### config.mk
export PLATFORM = sky130hd
export DESIGN_NAME = ir_pulse_distance_decoder
export DESIGN_NICKNAME = d
export VERILOG_FILES = /design/src/hw/rtl/irpd_pkg.sv /design/src/hw/rtl/ir_pulse_distance_decoder.sv
export VERILOG_INCLUDE_DIRS = /design/src /design/src/hw/rtl
export SDC_FILE = /design/constraint.sdc
export NUM_CORES = 1
export LEC_CHECK = 0
export CAP_MARGIN = 10
export CORE_MARGIN = 1.5
export CORE_UTILIZATION = 36
export CTS_CLUSTER_DIAMETER = 50
export CTS_CLUSTER_SIZE = 16
export DETAILED_ROUTE_END_ITERATION = 10
export DONT_BUFFER_PORTS = 1
export GPL_TIMING_DRIVEN = 1
export PLACE_DENSITY = 0.5
export SYNTH_ARGS = -nofsm -noshare
export SYNTH_HDL_FRONTEND = slang
export SYNTH_SLANG_ARGS = --single-unit
### constraint.sdc
create_clock -name i_clk -period 16.7 [get_ports i_clk]
set_input_delay 0 -clock i_clk [delete_from_list [all_inputs] [get_ports i_clk]]
set_output_delay 0 -clock i_clk [all_outputs]
set_load 0.05 [all_outputs]
### src/hw/rtl/ir_pulse_distance_decoder_defines.svh
// Assertion macros shared by the IR pulse-distance decoder RTL.
`ifndef IR_PULSE_DISTANCE_DECODER_DEFINES_SVH
`define IR_PULSE_DISTANCE_DECODER_DEFINES_SVH

// Checked on every clock edge outside reset.
`define IRPD_ASSERT(label, prop, msg) \
    label: assert property (@(posedge i_clk) disable iff (!i_rst_n) (prop)) else $error(msg);

// Checked on every clock edge, reset included.
`define IRPD_ASSERT_ALWAYS(label, prop, msg) \
    label: assert property (@(posedge i_clk) (prop)) else $error(msg);

`endif

### src/hw/rtl/irpd_pkg.sv
// Constants, types and threshold functions for the IR pulse-distance decoder.
package irpd_pkg;

    localparam int unsigned US_W       = 16;   // configured times in us
    localparam int unsigned CNT_W      = 8;    // measured lengths, bit counter
    localparam int unsigned FRAC_BITS  = 16;   // fixed-point scale of multipliers
    localparam int unsigned MARK_OFFSET = 100; // us taken off before the low mark bound
    localparam int unsigned MARK_LO_MUL = 1114;
    localparam int unsigned MARK_HI_MUL = 1507;
    localparam int unsigned PER_LO_MUL  = 1180;
    localparam int unsigned PER_HI_MUL  = 1442;
    localparam int unsigned BYTE_BITS   = 3;   // bit index low bits that select a byte slot

    localparam int unsigned MUL_W      = 11;          // multiplier constant width
    localparam int unsigned SUM_W      = US_W + 1;    // mark_us + space_us
    localparam int unsigned MPROD_W    = US_W + MUL_W;
    localparam int unsigned PPROD_W    = SUM_W + MUL_W;
    localparam int unsigned MTHR_W     = MPROD_W - FRAC_BITS;  // 11
    localparam int unsigned PTHR_W     = PPROD_W - FRAC_BITS;  // 12
    localparam int unsigned PERIOD_W   = CNT_W + 1;

    typedef enum logic [1:0] {
        REG_MARK_US       = 2'd0,
        REG_SPACE_ZERO_US = 2'd1,
        REG_SPACE_ONE_US  = 2'd2,
        REG_BIT_COUNT     = 2'd3
    } t_cfg_reg;

    typedef struct packed {
        logic [MTHR_W-1:0] lo;
        logic [MTHR_W-1:0] hi;
    } t_mark_win;

    typedef struct packed {
        logic [PTHR_W-1:0] lo;
        logic [PTHR_W-1:0] hi;
    } t_period_win;

    // Mark window; low bound is 0 for mark times under the offset.
    function automatic t_mark_win mark_win(input logic [US_W-1:0] x);
        logic [US_W-1:0]    diff;
        logic [MPROD_W-1:0] p_lo;
        logic [MPROD_W-1:0] p_hi;
        t_mark_win          w;
        diff = x - US_W'(MARK_OFFSET);
        p_lo = MPROD_W'(diff) * MPROD_W'(MARK_LO_MUL);
        p_hi = MPROD_W'(x) * MPROD_W'(MARK_HI_MUL);
        w.lo = (x < US_W'(MARK_OFFSET)) ? '0 : p_lo[MPROD_W-1:FRAC_BITS];
        w.hi = p_hi[MPROD_W-1:FRAC_BITS] + MTHR_W'(1);
        return w;
    endfunction

    function automatic t_period_win period_win(input logic [SUM_W-1:0] x);
        logic [PPROD_W-1:0] p_lo;
        logic [PPROD_W-1:0] p_hi;
        t_period_win        w;
        p_lo = PPROD_W'(x) * PPROD_W'(PER_LO_MUL);
        p_hi = PPROD_W'(x) * PPROD_W'(PER_HI_MUL);
        w.lo = p_lo[PPROD_W-1:FRAC_BITS];
        w.hi = p_hi[PPROD_W-1:FRAC_BITS] + PTHR_W'(1);
        return w;
    endfunction

endpackage

### src/hw/rtl/ir_pulse_distance_decoder.sv
// IR pulse-distance decoder: mark/space pairs in, decoded bytes out.
// Pairs pass through the input stage, classify logic and output register.
// Throughput: one pair per cycle, unless a pending result waits on m_axis_tready.
// Tolerance windows are registered from the config registers, so a write
// takes effect for pairs accepted from the edge after the write on.
// Synchronous active-low reset restores default timing and clears the frame.
`include "ir_pulse_distance_decoder_defines.svh"

module ir_pulse_distance_decoder (
    input  logic                         i_clk,
    input  logic                         i_rst_n,
    // config write channel
    input  logic                         i_cfg_valid,
    output logic                         o_cfg_ready,
    input  logic [1:0]                   i_cfg_index,
    input  logic [irpd_pkg::US_W-1:0]    i_cfg_data,
    // input requests
    input  logic                         s_axis_tvalid,
    output logic                         s_axis_tready,
    input  logic [15:0]                  s_axis_tdata,   // [7:0] mark_len, [15:8] space_len
    // result requests
    output logic                         m_axis_tvalid,
    input  logic                         m_axis_tready,
    output logic [7:0]                   m_axis_tdata,   // [7:0] data_byte
    output logic [0:0]                   m_axis_tuser,   // [0] error
    output logic                         m_axis_tlast
);

    localparam int unsigned CW = irpd_pkg::CNT_W;

    // ---------------- configuration ----------------
    logic [irpd_pkg::US_W-1:0] r_mark_us;
    logic [irpd_pkg::US_W-1:0] r_space0_us;
    logic [irpd_pkg::US_W-1:0] r_space1_us;
    logic [CW-1:0]             r_bit_count;

    assign o_cfg_ready = 1'b1;

    always_ff @(posedge i_clk) begin
        if (!i_rst_n) begin
            r_mark_us   <= irpd_pkg::US_W'(560);
            r_space0_us <= irpd_pkg::US_W'(560);
            r_space1_us <= irpd_pkg::US_W'(1690);
            r_bit_count <= CW'(32);
        end else if (i_cfg_valid && o_cfg_ready) begin
            unique case (i_cfg_index)
                irpd_pkg::REG_MARK_US:       r_mark_us   <= i_cfg_data;
                irpd_pkg::REG_SPACE_ZERO_US: r_space0_us <= i_cfg_data;
                irpd_pkg::REG_SPACE_ONE_US:  r_space1_us <= i_cfg_data;
                irpd_pkg::REG_BIT_COUNT:     r_bit_count <= i_cfg_data[CW-1:0];
                default: ;
            endcase
        end
    end

    // Windows follow the config registers in the next cycle. One multiply per
    // bound, all in parallel, registered right after.
    irpd_pkg::t_mark_win   r_mark_win;
    irpd_pkg::t_period_win r_p0_win;
    irpd_pkg::t_period_win r_p1_win;

    always_ff @(posedge i_clk) begin
        r_mark_win <= irpd_pkg::mark_win(r_mark_us);
        r_p0_win   <= irpd_pkg::period_win({1'b0, r_mark_us} + {1'b0, r_space0_us});
        r_p1_win   <= irpd_pkg::period_win({1'b0, r_mark_us} + {1'b0, r_space1_us});
    end

    // ---------------- input stage ----------------
    logic          r_in_valid;
    logic [CW-1:0] r_mark_len;
    logic [CW-1:0] r_space_len;

    logic r_out_valid;
    logic [7:0] r_out_byte;
    logic r_out_err;
    logic r_out_last;

    logic emit;       // pair in the input stage produces a result
    logic advance;    // pair in the input stage retires this cycle

    // The stage drains when the pair makes no result or the output slot frees up.
    assign advance       = r_in_valid && (!emit || !r_out_valid || m_axis_tready);
    assign s_axis_tready = !r_in_valid || advance;

    always_ff @(posedge i_clk) begin
        if (!i_rst_n) begin
            r_in_valid <= 1'b0;
        end else if (s_axis_tready) begin
            r_in_valid <= s_axis_tvalid;
        end
    end

    always_ff @(posedge i_clk) begin
        if (s_axis_tready && s_axis_tvalid) begin
            r_mark_len  <= s_axis_tdata[7:0];
            r_space_len <= s_axis_tdata[15:8];
        end
    end

    // ---------------- classify ----------------
    logic [irpd_pkg::PERIOD_W-1:0] period;
    logic [irpd_pkg::MTHR_W-1:0]   mark_ext;
    logic [irpd_pkg::PTHR_W-1:0]   period_ext;
    logic mark_ok, p0_ok, p1_ok, pair_ok, bit_val;

    assign period     = {1'b0, r_mark_len} + {1'b0, r_space_len};
    assign mark_ext   = irpd_pkg::MTHR_W'(r_mark_len);
    assign period_ext = irpd_pkg::PTHR_W'(period);
    assign mark_ok    = (mark_ext >= r_mark_win.lo) && (mark_ext <= r_mark_win.hi);
    assign p0_ok      = (period_ext >= r_p0_win.lo) && (period_ext <= r_p0_win.hi);
    assign p1_ok      = (period_ext >= r_p1_win.lo) && (period_ext <= r_p1_win.hi);
    assign pair_ok    = mark_ok && (p0_ok || p1_ok);
    assign bit_val    = !p0_ok;    // bit-0 window wins on overlap

    // ---------------- frame state ----------------
    logic [7:0]    r_bit_shift;
    logic [CW-1:0] r_bit_idx;
    logic [7:0]    n_bit_shift;
    logic [CW-1:0] n_bit_idx;
    logic [7:0]    shifted;
    logic [CW-1:0] idx_inc;
    logic          frame_end;

    assign shifted   = {r_bit_shift[6:0], bit_val};
    assign idx_inc   = r_bit_idx + CW'(1);          // bit count 0 means 256: wraps
    assign frame_end = (idx_inc == r_bit_count);
    assign emit      = !pair_ok || frame_end || (idx_inc[irpd_pkg::BYTE_BITS-1:0] == '0);

    always_comb begin
        if (!pair_ok) begin
            n_bit_shift = '0;
            n_bit_idx   = '0;
        end else begin
            n_bit_shift = emit ? 8'd0 : shifted;
            n_bit_idx   = frame_end ? '0 : idx_inc;
        end
    end

    always_ff @(posedge i_clk) begin
        if (!i_rst_n) begin
            r_bit_shift <= '0;
            r_bit_idx   <= '0;
        end else if (advance) begin
            r_bit_shift <= n_bit_shift;
            r_bit_idx   <= n_bit_idx;
        end
    end

    // ---------------- output register ----------------
    always_ff @(posedge i_clk) begin
        if (!i_rst_n) begin
            r_out_valid <= 1'b0;
        end else if (advance && emit) begin
            r_out_valid <= 1'b1;
        end else if (m_axis_tready) begin
            r_out_valid <= 1'b0;
        end
    end

    always_ff @(posedge i_clk) begin
        if (advance && emit) begin
            r_out_byte <= pair_ok ? shifted : 8'd0;
            r_out_err  <= !pair_ok;
            r_out_last <= !pair_ok || frame_end;
        end
    end

    assign m_axis_tvalid   = r_out_valid;
    assign m_axis_tdata    = r_out_byte;
    assign m_axis_tuser[0] = r_out_err;
    assign m_axis_tlast    = r_out_last;

    // ---------------- checks ----------------
    `IRPD_ASSERT(a_err_is_last, m_axis_tvalid && m_axis_tuser[0] |-> m_axis_tlast && m_axis_tdata == 8'd0, "error result must be last with zero data")
    `IRPD_ASSERT(a_err_restarts, advance && !pair_ok |=> r_bit_idx == '0 && r_bit_shift == 8'd0, "error must restart the frame")
    `IRPD_ASSERT(a_out_held, r_out_valid && !m_axis_tready |=> r_out_valid && $stable(r_out_byte) && $stable(r_out_last), "stalled result changed")
    `IRPD_ASSERT_ALWAYS(a_reset_idle, !i_rst_n |=> !m_axis_tvalid && !r_in_valid, "pipeline not empty after reset")

endmodule

==> impl.org, run 1 <==
** Clock tree
- H-tree levels :: 4
- The clock net in this run drives a total of 169 sinks.
- Root cell of the clock tree :: sky130_fd_sc_hd__clkbuf_16
- Clock transition at path regs :: 80 ps
- Max clock buf depth :: 2
- TritonCTS clock tree :: done
- Clk_lat worst skew :: 490 ps
- CTS Buf Count :: 17

** Yosys
- Count of different cell masters after synthesis :: 87
- Fraction of synthesis flops using an asynchronous set or reset pin :: 0%
- Number of instances in the synthesized netlist :: 2508
- Post-Synthesis Net Count :: 3360
- In this run, synthesis inferred 26 flip-flops with an integrated enable.
- In this run the cell area of the synthesized design comes to 23800 um^2.
- Post-synthesis sequential element count :: 169
- The Yosys step of the flow raised 0 warnings.
- A synthesized cell averages 9.49 um^2.
- Among all flip-flop cells after synthesis, the most frequent one is sky130_fd_sc_hd__dfxtp_1.
- For this run, the register share of the synthesized area comes to 15.3%.

** Finish
- Synthesis-to-finish area growth :: 9.44%
- Nets :: 3422
- Share of final-layout standard cells stronger than drive strength 1 :: 3.37%
- Post-layout instance count excluding filler cells :: 3452
- Once layout is complete, the utilization of the core stands at 39.7%.
- The layout has 6565 filler cells.

** Setup path
- Setup slack on the worst reg-to-reg path comes out at 7810 ps.
- For the worst setup path, the data required time is 17060 ps.
- CP most frequent cell :: sky130_fd_sc_hd__o21a_1
- Critical Path Start Type :: flip-flop
- In this run the worst path has a maximum fanout of 11.
- For this design, the slowest cell found on the critical path is sky130_fd_sc_hd__o41ai_1.
- On the worst path, the slowest cell contributes a delay of 510 ps.
- For the worst flop-to-flop path, the logic depth is 30.
- Capturing point of the worst reg2reg path :: r_p0_win[11]
- Type of the worst setup path :: reg -> reg
- Data on the critical path arrives at its endpoint at 9250 ps.
- The most critical setup path has its endpoint at r_p0_win[11].
- R2r startpoint :: r_mark_us[0]
- Endpoint class of the critical path :: flip-flop
- Source of the critical timing path :: r_mark_us[0]

** Timing
- Final number of hold-violating endpoints :: 0
- Clock tree skew after final layout :: 21.2 ps
- Summed over all failing endpoints, the final setup total negative slack is 0 ps.
- Derived from the worst setup path, the maximum achievable clock frequency is 113 MHz.
- Setup violations remaining at the end of the flow were counted as 0.
- Pins over their slew limit :: 0
- Setup repair after global routing missed its margin :: false
- Tmin final :: 8890 ps
- Final period util :: 53.2%
- The worst pin sits at a relative slew slack of 20.3%.
- For the pin with the worst max-slew slack, the measured transition is 1190 ps.
- Across all hold checks on the routed design, the worst slack comes to 37.9 ps.

** Die
- 52 I/O pins were placed.
- In this run the horizontal extent of the chip is 260 um.
- The die is 260 um tall.
- The floorplan step defined a die boundary enclosing 67700 um^2.
- For this configuration, the core starts out at a cell density of 36.3%.
- The core region is 65600 um^2.
- In this run the core area contains 94 standard-cell rows.

** Drt
- Post-DR vias/cell :: 4.89
- The first detailed-routing pass ran for 5 iterations.
- In this run the remaining antenna-violating nets after routing total 0.
- Remaining design rule violation count :: 0
- DRT Wirelength :: 56100 um
- Wire per inst :: 16.2 um
- Via count :: 16900
- In this run, the number of DRC markers left after iteration 0 of detailed routing was 685.

** Place
- Placer congestion estimate :: 0.847
- Count of input and output buffers :: 0
- Including well taps, the total number of placed cells is 3365.
- The HPWL after detailed placement is 47400 um.

** Global route
- The first global-routing pass estimated 91000 um of wire.
- Entering global routing, the biggest net connects 49 pins.
- The via count of the first global-routing pass was 17400.
- Global routing usage summed across all routing layers :: 17.2%
- The initial antenna violation count was 10.
- Total gr overflow :: 0

** Power and ir drop
- Dividing total power by cell area gives a power density of 149 nW/um^2.
- Combinational logic is responsible for 75.1% of the overall power.
- In this run switching power makes up 49.5% of total power.
- Internal power contribution :: 1.96 mW
- In this run, flip-flops and latches consume 14.3% of the power.
- Worst IR Drop VDD :: 0.115 mV
- Per report_power, the clock group accounts for 10.6% of the total.
- For this design the static power due to leakage is 13.8 nW.
- Net Sw Power :: 1.92 mW

** Worst hold path
- Path class of the lowest-slack min-delay path :: in -> reg

** Run
- The tool flagged a number of max-cap violations equal to 0.

** Status
- The run finished with clean final reports.
## area by class of cell
class	count	area [um^2]	share of cell area, %
antenna	5	12.5	0.0480
clock buffer	17	425	1.63
clock inverter	15	174	0.668
inverter	490	1840	7.06
multi-input combinational	1821	18200	69.9
sequential	169	3640	14.0
tap	864	1080	4.15
timing repair buffer	71	658	2.53
## repair_timing
item | in CTS | in global routing
gates resized for setup | 0 | 0
buffers inserted | 0 | 0
endpoints found under the setup margin | 0 | 0
hold buffers | 50 | 0
hold endpoints to repair | 82 | 0
## through the flow
| step | instance area (um^2) | worst slack [ps] | power (mW) |
|---|---|---|---|
| floorplan | 23800 | 8800 | 2.73 |
| global placement | 24900 | 8010 | 3.44 |
| detailed placement | 24900 | 7870 | 3.48 |
| CTS | 26000 | 7830 | 3.94 |
| global route | 26000 | 7110 | 4.35 |
| finish | 26000 | 7810 | 3.88 |
## cell families after synthesis
| group | after synthesis | share of synthesized area, % |
|---|---|---|
| multiplexers | 5 | 0.231 |
| adder cells (fa/ha/maj) | 815 | 50.3 |
| buffers and inverters | 518 | 8.19 |
| flip-flops | 169 | 15.3 |
| AND/OR/NAND/NOR | 458 | 9.22 |
| AO/OA/AOI/OAI | 384 | 10.9 |
| other | 1 | 0.0158 |
| XOR/XNOR | 158 | 5.87 |
## power by group through the flow
stage	combinational (mW)	sequential [mW]	clock (mW)
detailed placement	2.92	0.565	0
global placement	2.87	0.563	0
global route	3.35	0.562	0.438
finish	2.91	0.554	0.411
floorplan	2.19	0.548	0
CTS	2.96	0.556	0.425
## layer usage
layer	global-route usage [%]	wire, um
met1	22.9	27100
met2	28.9	26300
met3	2.76	1820
met4	4.37	794
met5	0	59
## synth_stat cells, types with 4 or more instances
library cell / count / share of area (%)
sky130_fd_sc_hd__edfxtp_1: 26 / 3.3
sky130_fd_sc_hd__o211a_1: 8 / 0.34
sky130_fd_sc_hd__o21bai_1: 16 / 0.50
sky130_fd_sc_hd__nor4_1: 10 / 0.26
sky130_fd_sc_hd__inv_1: 490 / 7.7
sky130_fd_sc_hd__o21a_1: 25 / 0.79
sky130_fd_sc_hd__a211oi_1: 10 / 0.32
sky130_fd_sc_hd__nand3_1: 47 / 0.99
sky130_fd_sc_hd__o21ai_1: 6 / 0.13
sky130_fd_sc_hd__o211ai_1: 12 / 0.38
sky130_fd_sc_hd__dfxtp_1: 143 / 12
sky130_fd_sc_hd__a221oi_1: 5 / 0.18
sky130_fd_sc_hd__o221ai_1: 4 / 0.15
sky130_fd_sc_hd__nor3_1: 40 / 0.84
sky130_fd_sc_hd__o2111ai_1: 6 / 0.22
sky130_fd_sc_hd__nand2b_1: 20 / 0.53
sky130_fd_sc_hd__clkbuf_1: 26 / 0.41
sky130_fd_sc_hd__a21oi_1: 117 / 2.5
sky130_fd_sc_hd__a31oi_1: 7 / 0.18
sky130_fd_sc_hd__or2_2: 6 / 0.16
sky130_fd_sc_hd__ha_1: 576 / 30
sky130_fd_sc_hd__o21ai_0: 48 / 1.0
sky130_fd_sc_hd__and2_1: 20 / 0.53
sky130_fd_sc_hd__fa_1: 237 / 20
sky130_fd_sc_hd__a31o_2: 5 / 0.18
sky130_fd_sc_hd__o31ai_1: 5 / 0.16
sky130_fd_sc_hd__nor2b_1: 15 / 0.39
sky130_fd_sc_hd__nand4_1: 11 / 0.29
sky130_fd_sc_hd__a22o_1: 7 / 0.26
sky130_fd_sc_hd__a21o_1: 57 / 1.8
sky130_fd_sc_hd__xnor2_1: 115 / 4.2
sky130_fd_sc_hd__nor2_1: 84 / 1.3
sky130_fd_sc_hd__a21boi_0: 5 / 0.16
sky130_fd_sc_hd__o41ai_1: 5 / 0.18
sky130_fd_sc_hd__and3_1: 11 / 0.29
sky130_fd_sc_hd__xor2_1: 42 / 1.5
sky130_fd_sc_hd__nand2_1: 169 / 2.7
## registers in the layout, indices dropped and copies added (netlist names)
name,count
m_axis_tdata,8
m_axis_tlast,1
m_axis_tuser,1
m_axis_tvalid,1
r_bit_count,8
r_bit_idx,8
r_bit_shift,7
r_in_valid,1
r_mark_len,8
r_mark_us,16
r_mark_win,22
r_p0_win,24
r_p1_win,24
r_space0_us,16
r_space1_us,16
r_space_len,8
## placed cells by master, fill, tap and decap left out, types with 6 or more instances in the layout
cell	netlist	layout
sky130_fd_sc_hd__o2111ai_1	6	6
sky130_fd_sc_hd__o211a_1	8	8
sky130_fd_sc_hd__and3_1	11	11
sky130_fd_sc_hd__nor2_1	84	84
sky130_fd_sc_hd__dlygate4sd3_1	0	50
sky130_fd_sc_hd__inv_1	490	490
sky130_fd_sc_hd__a21oi_1	117	117
sky130_fd_sc_hd__or2_2	6	6
sky130_fd_sc_hd__and2_1	20	20
sky130_fd_sc_hd__nand3_1	47	47
sky130_fd_sc_hd__a31oi_1	7	7
sky130_fd_sc_hd__xnor2_1	115	115
sky130_fd_sc_hd__a22o_1	7	7
sky130_fd_sc_hd__xor2_1	42	42
sky130_fd_sc_hd__fa_1	237	237
sky130_fd_sc_hd__o21a_1	25	25
sky130_fd_sc_hd__dfxtp_1	143	143
sky130_fd_sc_hd__nand2_1	169	169
sky130_fd_sc_hd__o21bai_1	16	16
sky130_fd_sc_hd__edfxtp_1	26	26
sky130_fd_sc_hd__o21ai_1	6	6
sky130_fd_sc_hd__o21ai_0	48	48
sky130_fd_sc_hd__nor2b_1	15	15
sky130_fd_sc_hd__nand2b_1	20	20
sky130_fd_sc_hd__nor3_1	40	40
sky130_fd_sc_hd__o211ai_1	12	12
sky130_fd_sc_hd__a211oi_1	10	10
sky130_fd_sc_hd__clkbuf_16	0	17
sky130_fd_sc_hd__ha_1	576	576
sky130_fd_sc_hd__a21o_1	57	57
sky130_fd_sc_hd__buf_4	1	21
sky130_fd_sc_hd__nor4_1	10	10
sky130_fd_sc_hd__nand4_1	11	11
## worst min-delay path by stage
stage	slack, ps	cells past startpoint	from	to
6_report	40	2	i_rst_n	r_bit_shift[2]
5_1_grt	40	2	i_rst_n	r_bit_shift[6]
4_1_cts	5	4	i_cfg_valid	r_space1_us[5]
3_5_place_dp	80	1	i_rst_n	r_space0_us[5]
3_3_place_gp	80	1	i_rst_n	r_bit_count[5]
2_1_floorplan	100	0	s_axis_tdata[0]	r_mark_len[0]
## critical path, delay by kind of cell, from the launching register on
kind / cells / cell delay [ps]
multiplexers: 1 / 380
XOR/XNOR: 2 / 510
AO/OA/AOI/OAI: 13 / 3180
flip-flops: 1 / 470
buffers and inverters: 2 / 120
AND/OR/NAND/NOR: 4 / 860
adder cells (fa/ha/maj): 8 / 3220
No activity file was read; power rests on OpenSTA's default activity.
==> run 2: changes to the inputs <==
==> constraint.sdc (replaced) <==
create_clock -name i_clk -period 8.6 [get_ports i_clk]
set_input_delay 0 -clock i_clk [delete_from_list [all_inputs] [get_ports i_clk]]
set_output_delay 0 -clock i_clk [all_outputs]
set_load 0.05 [all_outputs]
==> impl.org, run 2 (same netlist as run 1, synthesis figures left out) <==
** Status
- The run finished with clean final reports.

** Worst hold path
- The startpoint identified for the worst hold timing path is i_cfg_valid.
- Hold Path Cell Cnt :: 4
- The worst hold path terminates at r_space0_us[3].
- In this run the worst hold path is classified as in -> reg.

** Place
- Count of input and output buffers :: 0
- Post-Place Cell Area :: 25100 um^2
- Routability-driven placement finished with a final weighted congestion of 0.854.
- Detailed placement finished with a half-perimeter wire length of 47300 um.

** Timing
- The number of pins exceeding their max-slew limit in the final report was 0.
- The clock period could shrink to 8140 ps.
- Setup violations remaining at the end of the flow were counted as 0.
- Setup repair after global routing left no endpoint under its margin.
- Final number of hold-violating endpoints :: 0
- Final period util :: 94.6%
- Headroom to the max-slew limit came out at 16.6%.
- Clock tree skew after final layout :: 21.1 ps
- Setup TNS :: 0 ps
- At the pin with the least slew margin, the transition time is 1250 ps.
- Highest Clock Rate :: 123 MHz

** Global route
- The total overflow left after global routing is 0.
- The initial antenna violation count is 6.
- First-pass GRT wire length :: 91700 um
- Number of global-route vias before repair :: 17500
- Global routing used 17.4% of the available tracks.
- Entering global routing, the biggest net connects 49 pins.

** Finish
- Final instance area :: 26200 um^2
- Most common library cell in the layout ignoring fill and taps :: sky130_fd_sc_hd__ha_1
- Share of final-layout standard cells stronger than drive strength 1 :: 4.27%
- Leading cell types in the layout, fill and taps excluded :: sky130_fd_sc_hd__ha_1, sky130_fd_sc_hd__inv_1, sky130_fd_sc_hd__fa_1, sky130_fd_sc_hd__nand2_1, sky130_fd_sc_hd__dfxtp_1
- Number of fill cells in the layout :: 6582
- The largest registers in the layout are r_p0_win x24, r_p1_win x24, r_mark_win x22.
- Synthesis-to-finish area growth :: 10.2%
- Nets :: 3440
- At the end of the flow the core is filled with cells to 40.0%.

** Drt
- Number of routed nets with antenna violations :: 0
- DRT Wirelength :: 56200 um
- In the routed layout, each cell is associated on average with a via count of 4.89.
- After detailed routing, the number of remaining DRC violations is 0.
- Via count :: 16900
- Initial DRT Pass Iterations :: 5
- The first routing iteration left 611 violations.
- Wire per inst :: 16.2 um

** Power and ir drop
- IR analysis of the VDD net gives a maximum drop of 0.325 mV.
- Summed over all cells, the static leakage comes to 13.9 nW.
- In this run the power density over the cells is 290 nW/um^2.

** Run
- The tool flagged a number of max-cap violations equal to 0.

** Die
- Initial Util :: 36.3%
- Number of primary I/O pins :: 52
- Core area :: 65600 um^2
- Die Height :: 260 um
- Cell row count :: 94
- Die W :: 260 um
- The floorplan step defined a die boundary enclosing 67700 um^2.

** Setup path
- Maximum cell stage delay along the critical path :: 540 ps
- The worst setup path is launched from a flip-flop.
- Path depth of the worst reg2reg path :: 33
- Critical path fanouts, max :: 10
- Flop-to-flop setup slack :: 460 ps
- For this design, the slowest cell found on the critical path is sky130_fd_sc_hd__or4_4.
- At the worst endpoint, the arrival time is 8510 ps.
- R2r startpoint :: r_mark_us[0]
- Endpoint class of the critical path :: flip-flop
- Capturing point of the worst reg2reg path :: r_p1_win[11]
- The critical path in this run is classified as reg -> reg.
- CP most frequent cell :: sky130_fd_sc_hd__o21a_1
- Endpoint required time on the critical path :: 8970 ps

** Clock tree
- CTS Sinks :: 169
- Buffers inserted during post-CTS setup optimization :: 0
- Counting along the longest clock path gives a buffer depth of 2.
- Clock tree synthesis selected as its root buffer the cell sky130_fd_sc_hd__clkbuf_16.
- Clk_lat worst skew :: 490 ps
- Clock-pin slew was measured on the worst setup and hold paths at 70 ps.
- H-tree levels :: 4
- CTS Buf Count :: 17
- TritonCTS built the clock tree.
[run 2: cell types whose count changed in the layout (fill, tap and decap cells not counted), moves of 2 or more]
cell                       before  now
sky130_fd_sc_hd__buf_4         21   38
sky130_fd_sc_hd__clkinv_4       2    4
sky130_fd_sc_hd__o41ai_1        5    2
sky130_fd_sc_hd__o41ai_2        1    4
[run 2: timing repair]
action / CTS / global route
gates resized for setup: 0 / 6
hold endpoints to repair: 83 / 0
setup endpoints to repair: 0 / 7
hold buffers: 51 / 0
[run 2: metal layers]
layer / up-vias / wire length, um / track usage (%)
li1: 8525 / - / -
met4: 6 / 1090 / 4.88
met3: 55 / 2000 / 3.01
met1: 8169 / 27400 / 23.3
met2: 192 / 25700 / 28.7
met5: - / 30 / 0
[run 2: how the worst max path moves through the flow]
stage                 start            to  slack, ps  depth (start not counted)
2_1_floorplan  r_mark_us[0]  r_p0_win[11]        700                         30
3_3_place_gp   r_mark_us[0]  r_p0_win[11]        370                         30
3_5_place_dp   r_mark_us[0]   r_p0_win[9]        390                         30
4_1_cts        r_mark_us[0]  r_p0_win[11]        340                         30
5_1_grt        r_mark_us[0]  r_p1_win[11]         80                         32
6_report       r_mark_us[0]  r_p1_win[11]        460                         33
[run 2: through the flow]
step           total power, mW  hold slack, ps  std cells  setup WS (ps)
6_report                  7.60            56.3       3469            462
5_1_grt                   8.57            50.3       3466           76.0
4_1_cts                   7.72            12.4       3465            339
3_5_place_dp              6.83            78.2       3382            387
3_3_place_gp              6.76            77.0       3382            371
2_1_floorplan             5.31            98.9       2508            697
[run 2: report_power, final]
| part | leakage (nW) | total (mW) | internal, mW | switching, mW |
|---|---|---|---|---|
| Sequential | 1.43 | 1.07 | 0.996 | 0.0758 |
| Clock | 0.287 | 0.794 | 0.395 | 0.399 |
| Combinational | 12.1 | 5.74 | 2.41 | 3.32 |
| Total | 13.9 | 7.60 | 3.80 | 3.80 |
[run 2: cell type report]
class	instances	area, um^2	area share [%]
inverter	490	1840	7.02
antenna	4	10.0	0.0382
sequential	169	3640	13.9
clock inverter	14	154	0.587
tap	864	1080	4.12
timing repair buffer	89	796	3.04
multi-input combinational	1821	18300	69.6
clock buffer	18	439	1.68
[run 2: worst max-delay path, delay by kind of cell (launching register included)]
| family | cells | cell delay, ps |
|---|---|---|
| adders and majority gates | 8 | 3020 |
| and+or+nand+nor | 6 | 1690 |
| DFF | 1 | 330 |
| xor gates and xnor gates | 3 | 490 |
| AOI/OAI and AO/OA | 11 | 2070 |
| buffers and inverters | 5 | 410 |
